## src/rtl/spa_term_ram.sv

```systemverilog
// Simple dual-port term store: one write port, one registered read port.
// No dependencies.
`timescale 1ns / 1ps

module spa_term_ram #(
  parameter int  DEPTH = 32,
  parameter int  WIDTH = 48,
  localparam int AW    = (DEPTH > 1) ? $clog2(DEPTH) : 1
) (
  input  logic             clk,
  input  logic             we,
  input  logic [AW-1:0]    waddr,
  input  logic [WIDTH-1:0] wdata,
  input  logic [AW-1:0]    raddr,
  output logic [WIDTH-1:0] rdata
);

  logic [WIDTH-1:0] mem [DEPTH];

  always_ff @(posedge clk) begin
    if (we) begin
      mem[waddr] <= wdata;
    end
  end

  always_ff @(posedge clk) begin
    rdata <= mem[raddr];
  end

endmodule

```

## config.mk

```make
export PLATFORM = sky130hd
export DESIGN_NAME = spa_term_ram
export DESIGN_NICKNAME = d
export VERILOG_FILES = /design/src/rtl/spa_term_ram.sv
export SDC_FILE = /design/constraint.sdc
export NUM_CORES = 1
export LEC_CHECK = 0
export BUFFER_PORTS_ARGS = -buffer_cell sky130_fd_sc_hd__buf_2
export CAP_MARGIN = 0
export CORE_ASPECT_RATIO = 1.1
export CORE_MARGIN = 2
export CORE_UTILIZATION = 35
export DETAILED_ROUTE_END_ITERATION = 16
export PLACE_DENSITY_LB_ADDON = 0.12
export SETUP_SLACK_MARGIN = 0.05
export SLEW_MARGIN = 10
export SYNTH_ARGS = -nofsm -noshare
export SYNTH_HDL_FRONTEND = slang
export SYNTH_SLANG_ARGS = --single-unit
```

## constraint.sdc

```tcl
create_clock -name clk -period 4.3 [get_ports clk]
set_input_delay 0.43 -clock clk [delete_from_list [all_inputs] [get_ports clk]]
set_output_delay 0.43 -clock clk [all_outputs]
set_load 0.03 [all_outputs]
```

==> results of run 1 <==
-- metal layers --
layer / up-vias / global-route usage [%] / wire length [µm]
li1: 13800 / - / -
met1: 16300 / 26.3 / 77100
met2: 641 / 29.9 / 78200
met3: 197 / 2.96 / 6840
met4: 6 / 4.08 / 2700
met5: - / 0 / 30
-- stage by stage --
stage	util [%]	hold WS, ns
after floorplan	-	0.529
after global placement	37.3	0.579
after detailed placement	37.3	0.585
after CTS	40.3	0.0755
after global routing	40.3	0.109
final	40.3	0.135
-- final cells by class --
cell class / instances / area (µm²) / share of cell area (%)
clock inverter: 79 / 519 / 0.746
sequential: 1584 / 47100 / 67.7
antenna: 4 / 10.0 / 0.0144
tap: 2268 / 2840 / 4.08
multi-input combinational: 1589 / 12700 / 18.2
timing repair buffer: 219 / 1790 / 2.57
clock buffer: 230 / 4670 / 6.72
-- kinds of logic (layout without fill, tap and decap cells) --
group                  after synthesis  in the layout  share of synthesized area (%)
DFF                               1584           1584                           77.5
muxes                              768            768                           12.7
AOI/OAI and AO/OA                  432            432                           4.85
and+or+nand+nor                    389            389                           2.89
buffers and inverters              191            528                           2.06
other                                0              4                              0
-- synth_stat cells, drive strengths merged --
library cell     n  area (µm²)
nand2b           2        12.5
edfxtp        1536       46100
a21oi          144         721
a22o            96         841
and2             1        6.26
dfxtp           48         961
a22oi          144        1080
or3              1        6.26
nor2b            1        6.26
or2              1        6.26
clkbuf          60         229
nor3            48         240
and2b            1        7.51
a31oi           48         300
mux2i          768        7690
nor2            34         128
buf            131        1020
or3b             3        26.3
nand3          146         731
nand3b           5        37.5
nand2          146         548
-- where the power goes --
group / total [mW] / switching, mW / internal [mW]
Sequential: 17.2 / 0.0806 / 17.2
Clock: 13.8 / 5.93 / 7.83
Combinational: 1.74 / 1.22 / 0.526
Total: 32.7 / 7.23 / 25.5
-- sequential cells by signal (all words and copies together), names as in the netlist --
register	count
mem	1536
rdata	48
-- final timing paths --
path,start,to,slack (ns),cells past startpoint
worst max register to register,mem[3][42],rdata[42],2.73,5
worst min register to register,mem[16][9],rdata[9],0.59,4
worst max-delay path,waddr[0],mem[6][39],2.17,4
worst min-delay path,wdata[5],mem[30][5],0.14,1
-- worst reg2reg max path: stages, from the launching register on --
cell	delay, ns
edfxtp_1	0.46
mux2i_1	0.26
a22o_1	0.17
nor3_1	0.07
a31oi_1	0.33
nand3_1	0.14
==> summary.txt, run 1 <==
Place
  – Detailed-placement wirelength estimate: 86,300 µm
  – Placer Congestion: 0.711
  – Port bufs: 107
  – Placed cells: 5,660
  – Worst slack, placed: 1.31 ns
  – Placed Area: 64,400 µm²

Drt
  – Drt drc: 0
  – Vias: 30,900
  – WL/cell: 27.6 µm
  – Initial DRC count: 2,166
  – Post-route ant nets: 0
  – Vias per inst: 5.18
  – Total wire length: 165,000 µm
  – First-pass iteration count of the detailed router: 5

Cells and area
  – Most frequent cells in the layout: edfxtp_1 (1,536), mux2i_1 (768), clkbuf_16 (174)
  – Commonest non-fill, non-tap cell in the layout: edfxtp_1
  – Nets: 3,623
  – Post-Layout Cell Count: 5,973
  – P&R area growth vs syn: 14.6%
  – Final-layout fill cell count: 15,600
  – Share of layout cells above drive strength 1: 13.1%
  – Finished Cell Area: 69,600 µm²

Die
  – Die Height: 441 µm
  – Initial core utilization: 35.2%
  – Core Rows: 160
  – Core area: 173,000 µm²
  – Die Width: 401 µm
  – IO Pins: 108
  – Die Area: 177,000 µm²

Clocking
  – Hold Buf Count CTS: 0
  – Skew-Pair Late Insertion Delay: 0.80 ns
  – Clock transition at the registers of the reported paths: 0.06 ns
  – TritonCTS clock tree: built
  – Root buf cell: clkbuf_16
  – Post-CTS Setup Bufs: 0
  – Post-CTS sizing: 0
  – TritonCTS Sinks: 1,584
  – CTS H-tree lvls: 4
  – CTS Buffer Depth: 3
  – CTS buffer count: 169

STA
  – Final-report max-slew violation count: 0
  – Final Hold Violating Endpoints: 0
  – Relative slew margins: 29.9%
  – Period utilisation layout: 49.6%
  – Setup WS post-layout: 2.17 ns
  – RSZ-0062 raised after global routing: false
  – Period minus WS final: 2.13 ns
  – Clk_skew: 0.0242 ns
  – TNS Setup: 0 ns
  – Setup-failing EPs final: 0
  – Least-Margin Pin Slew: 1.05 ns
  – Peak Freq: 0.469 GHz

Logic synthesis
  – Syn avg cell area: 18.1 µm²
  – Synthesized Nets: 3,424
  – Cell variety after synth: 26
  – Mapped cell area: 60,700 µm²
  – Cells after synthesis: 3,364
  – Register bit total from synthesis: 1,584
  – Warnings, synthesis: 0
  – Seq/Total Area, Yosys: 77.5%

Pwr
  – Post-route total power: 32.7 mW
  – Leak: 24.0 nW
  – Peak supply drop: 0.000390 V
  – Pwr Density: 471 nW/µm²

Flow run
  – Max Cap Violations: 0

Setup path
  – Buf/Inv on CP: 2
  – Slowest stage delay, CP: 0.85 ns
  – Critical path fanouts, max: 17
  – CP top delay family: simple AND/OR/NAND/NOR gates
  – WP data arrival: 2.60 ns
  – Worst path slowest cell: nor2_4
  – CP Launch Type: input port
  – CP Class: input port to flop
  – Worst Path Required: 4.76 ns
  – Worst setup EP type: flop
  – Crit path cell chain: buf_2 -> nand3b_1 -> nor2_4 -> buf_4

Global routing
  – Largest net degree at the start of global routing: 90
  – GRT Total Usage: 18.5%
  – Antenna violations before repair: 9
  – Global-route wire length before repair: 235,000 µm
  – Vias in the first global route: 31,100
  – GRT overflow: 0

Min path
  – HP Class: input port to flop

Run status
  – Outcome: finished, final reports clean
(Power assumes the default switching activity.)
==> run 2, diff against run 1 <==
==> constraint.sdc (replaced) <==
create_clock -name clk -period 2.12 [get_ports clk]
set_input_delay 0.212 -clock clk [delete_from_list [all_inputs] [get_ports clk]]
set_output_delay 0.212 -clock clk [all_outputs]
set_load 0.03 [all_outputs]
==> run 2 against run 1 <==
Against the previous run: routed wire length grew 4.2%; critical path depth decreased by 3; total power up 110%; sequential share of layout area shrank 2.6 points; clock power rose by 110%; clock-buffer cell count is 29 higher; register-to-register slack lost 2.2 ns; combinational power up 120%; flip-flop and latch count unchanged; core utilization rose by 1.6 points; die area did not move; first-iteration DRC count up 12%; critical path type is now flop to output pin; largest power group unchanged.
==> summary.txt, run 2 (synthesized netlist as in run 1, its figures left out) <==
Cells and area
  – Commonest non-fill, non-tap cell in the layout: edfxtp_1
  – Nets: 3,793 (+4.7%)
  – P&R area growth vs syn: 19.2%
  – Final-layout fill cell count: 15,400 (-0.85%)
  – Biggest register: mem
  – Post-Layout Cell Count: 6,145 (+2.9%)
  – Most frequent cells in the layout: edfxtp_1 (1,536), mux2i_1 (768), clkbuf_16 (174)
  – Share of layout cells above drive strength 1: 15.8% (+2.7 points)
  – Max FFs per register: 1,536 (unchanged)
  – Largest registers: mem: 1536 flops, rdata: 48 flops

Setup path
  – Buf/Inv on CP: 1 (-1)
  – Worst Path Required: 1.91 ns (-2.85 ns)
  – Worst setup EP type: output pin
  – CP Class: flop to output pin
  – Worst path slowest cell: dfxtp_1
  – Setup slack on the worst flop-to-flop path: 0.55 ns (-2.18 ns)
  – WP data arrival: 1.54 ns (-1.06 ns)
  – Crit path cell chain: buf_2
  – Slowest stage delay, CP: 0.47 ns (-0.38 ns)
  – CP Launch Type: flop
  – Critical path fanouts, max: 1 (-16)
  – CP top delay family: flip-flops

Die
  – Die Width: 401 µm (unchanged)
  – Core Rows: 160 (unchanged)
  – Core area: 173,000 µm² (unchanged)
  – Die Area: 177,000 µm² (unchanged)
  – IO Pins: 108 (unchanged)
  – Die Height: 441 µm (unchanged)
  – Initial core utilization: 35.2% (unchanged)

STA
  – Least-Margin Pin Slew: 0.625 ns (-0.427 ns)
  – Setup-failing EPs final: 0 (unchanged)
  – Clk_skew: 0.0262 ns (+0.00204 ns)
  – Relative slew margins: 58.3% (+28 points)
  – Period utilisation layout: 82.8%
  – Period minus WS final: 1.75 ns
  – Min Hold Slack: 0.0658 ns (-0.0697 ns)
  – Final-report max-slew violation count: 0 (unchanged)
  – Setup WS post-layout: 0.365 ns (-1.80 ns)
  – TNS Setup: 0 ns (unchanged)
  – RSZ-0062 raised after global routing: false
  – Final Hold Violating Endpoints: 0 (unchanged)
  – Peak Freq: 0.570 GHz

Flow run
  – Max Cap Violations: 0 (unchanged)

Clocking
  – Skew-Pair Late Insertion Delay: 0.81 ns (about the same)
  – CTS Buffer Depth: 3 (unchanged)
  – Post-CTS Setup Bufs: 0 (unchanged)
  – TritonCTS clock tree: built
  – CTS H-tree lvls: 4 (unchanged)
  – Root buf cell: clkbuf_16
  – TritonCTS Sinks: 1,584 (unchanged)
  – CTS buffer count: 168 (-0.59%)
  – Clock transition at the registers of the reported paths: 0.06 ns (about the same)

Global routing
  – Largest net degree at the start of global routing: 57 (-37%)
  – Global-route wire length before repair: 243,000 µm (+3.7%)
  – GRT overflow: 0 (unchanged)
  – Antenna violations before repair: 13 (+4)
  – GRT Total Usage: 19.3% (+0.83 points)
  – Vias in the first global route: 32,100 (+3.1%)

Place
  – Worst slack, placed: 0.0428 ns (-1.27 ns)
  – Placed cells: 5,783 (+2.2%)
  – Port bufs: 107 (unchanged)
  – Placer Congestion: 0.725 (+2.0%)
  – Detailed-placement wirelength estimate: 94,800 µm (+9.9%)

Drt
  – Vias: 32,000 (+3.3%)
  – Post-route ant nets: 0 (unchanged)
  – Initial DRC count: 2,427 (+12%)
  – Drt drc: 0 (unchanged)
  – WL/cell: 28.0 µm (+1.3%)
  – Total wire length: 172,000 µm (+4.2%)
  – Vias per inst: 5.20 (+0.39%)
  – First-pass iteration count of the detailed router: 5 (unchanged)

Run status
  – Outcome: finished, final reports clean

Pwr
  – Pwr Density: 936 nW/µm² (+99%)
  – Post-route total power: 67.7 mW (+110%)
  – Peak supply drop: 0.000666 V (+71%)
  – Leak: 25.2 nW (+5.0%)

Min path
  – HP Class: input port to flop
[run 2: changes by cell type in the layout (fill, tap and decap cells not counted), sizes merged]
cell,change
clkinvlp,-1
bufinv,+5
diode,-3
buf,+123
clkbuf,+29
clkinv,-31
dlygate4sd3,+48
inv,+2
[run 2: tightest hold or removal path, cell delays in order]
cell	delay, ns
buf_2	0.13
nor2_4	0.06
buf_12	0.16
nand2_1	0.07
a31oi_1	0.07
nand3_1	0.13
[run 2: power by group]
part / switching [mW] / internal (mW)
Clock: 11.9 / 16.9
Sequential: 0.177 / 34.8
Combinational: 2.53 / 1.37
Total: 14.6 / 53.1
[run 2: worst paths after layout]
| path | startpoint | endpoint | cells past startpoint |
|---|---|---|---|
| max reg2reg | mem[7][22] | rdata[22] | 7 |
| min | raddr[2] | rdata[45] | 6 |
| min reg2reg | mem[26][2] | rdata[2] | 4 |
| max | rdata[43] | rdata[43] | 1 |
[run 2: through the flow]
stage,cell area [µm²],util (%)
floorplan,60900,-
global placement,66500,38.5
detailed placement,66500,38.5
CTS,72400,41.9
global route,72400,41.9
finish,72400,41.9
[run 2: per-layer routing]
layer	part of all wire (%)	wire length, µm	global-route usage (%)
met1	47	80800	27.6
met2	47	80000	30.8
met3	4.0	6910	2.85
met4	2.3	4010	5.54
met5	0.030	51	0
[run 2: cell type report]
| type | count | area [µm²] | share of cell area [%] |
|---|---|---|---|
| Timing Repair Buffer | 390 | 4370 | 6.04 |
| Multi-Input combinational cell | 1589 | 12700 | 17.5 |
| Clock buffer | 259 | 4860 | 6.72 |
| Antenna cell | 1 | 2.50 | 0.00346 |
| Clock inverter | 54 | 528 | 0.730 |
| Tap cell | 2268 | 2840 | 3.92 |
| Sequential cell | 1584 | 47100 | 65.1 |
[run 2: what timing repair did]
action                    4_1_cts  5_1_grt
hold buffers                   48        0
hold endpoints to repair     1536        0
gates resized for setup         0        0
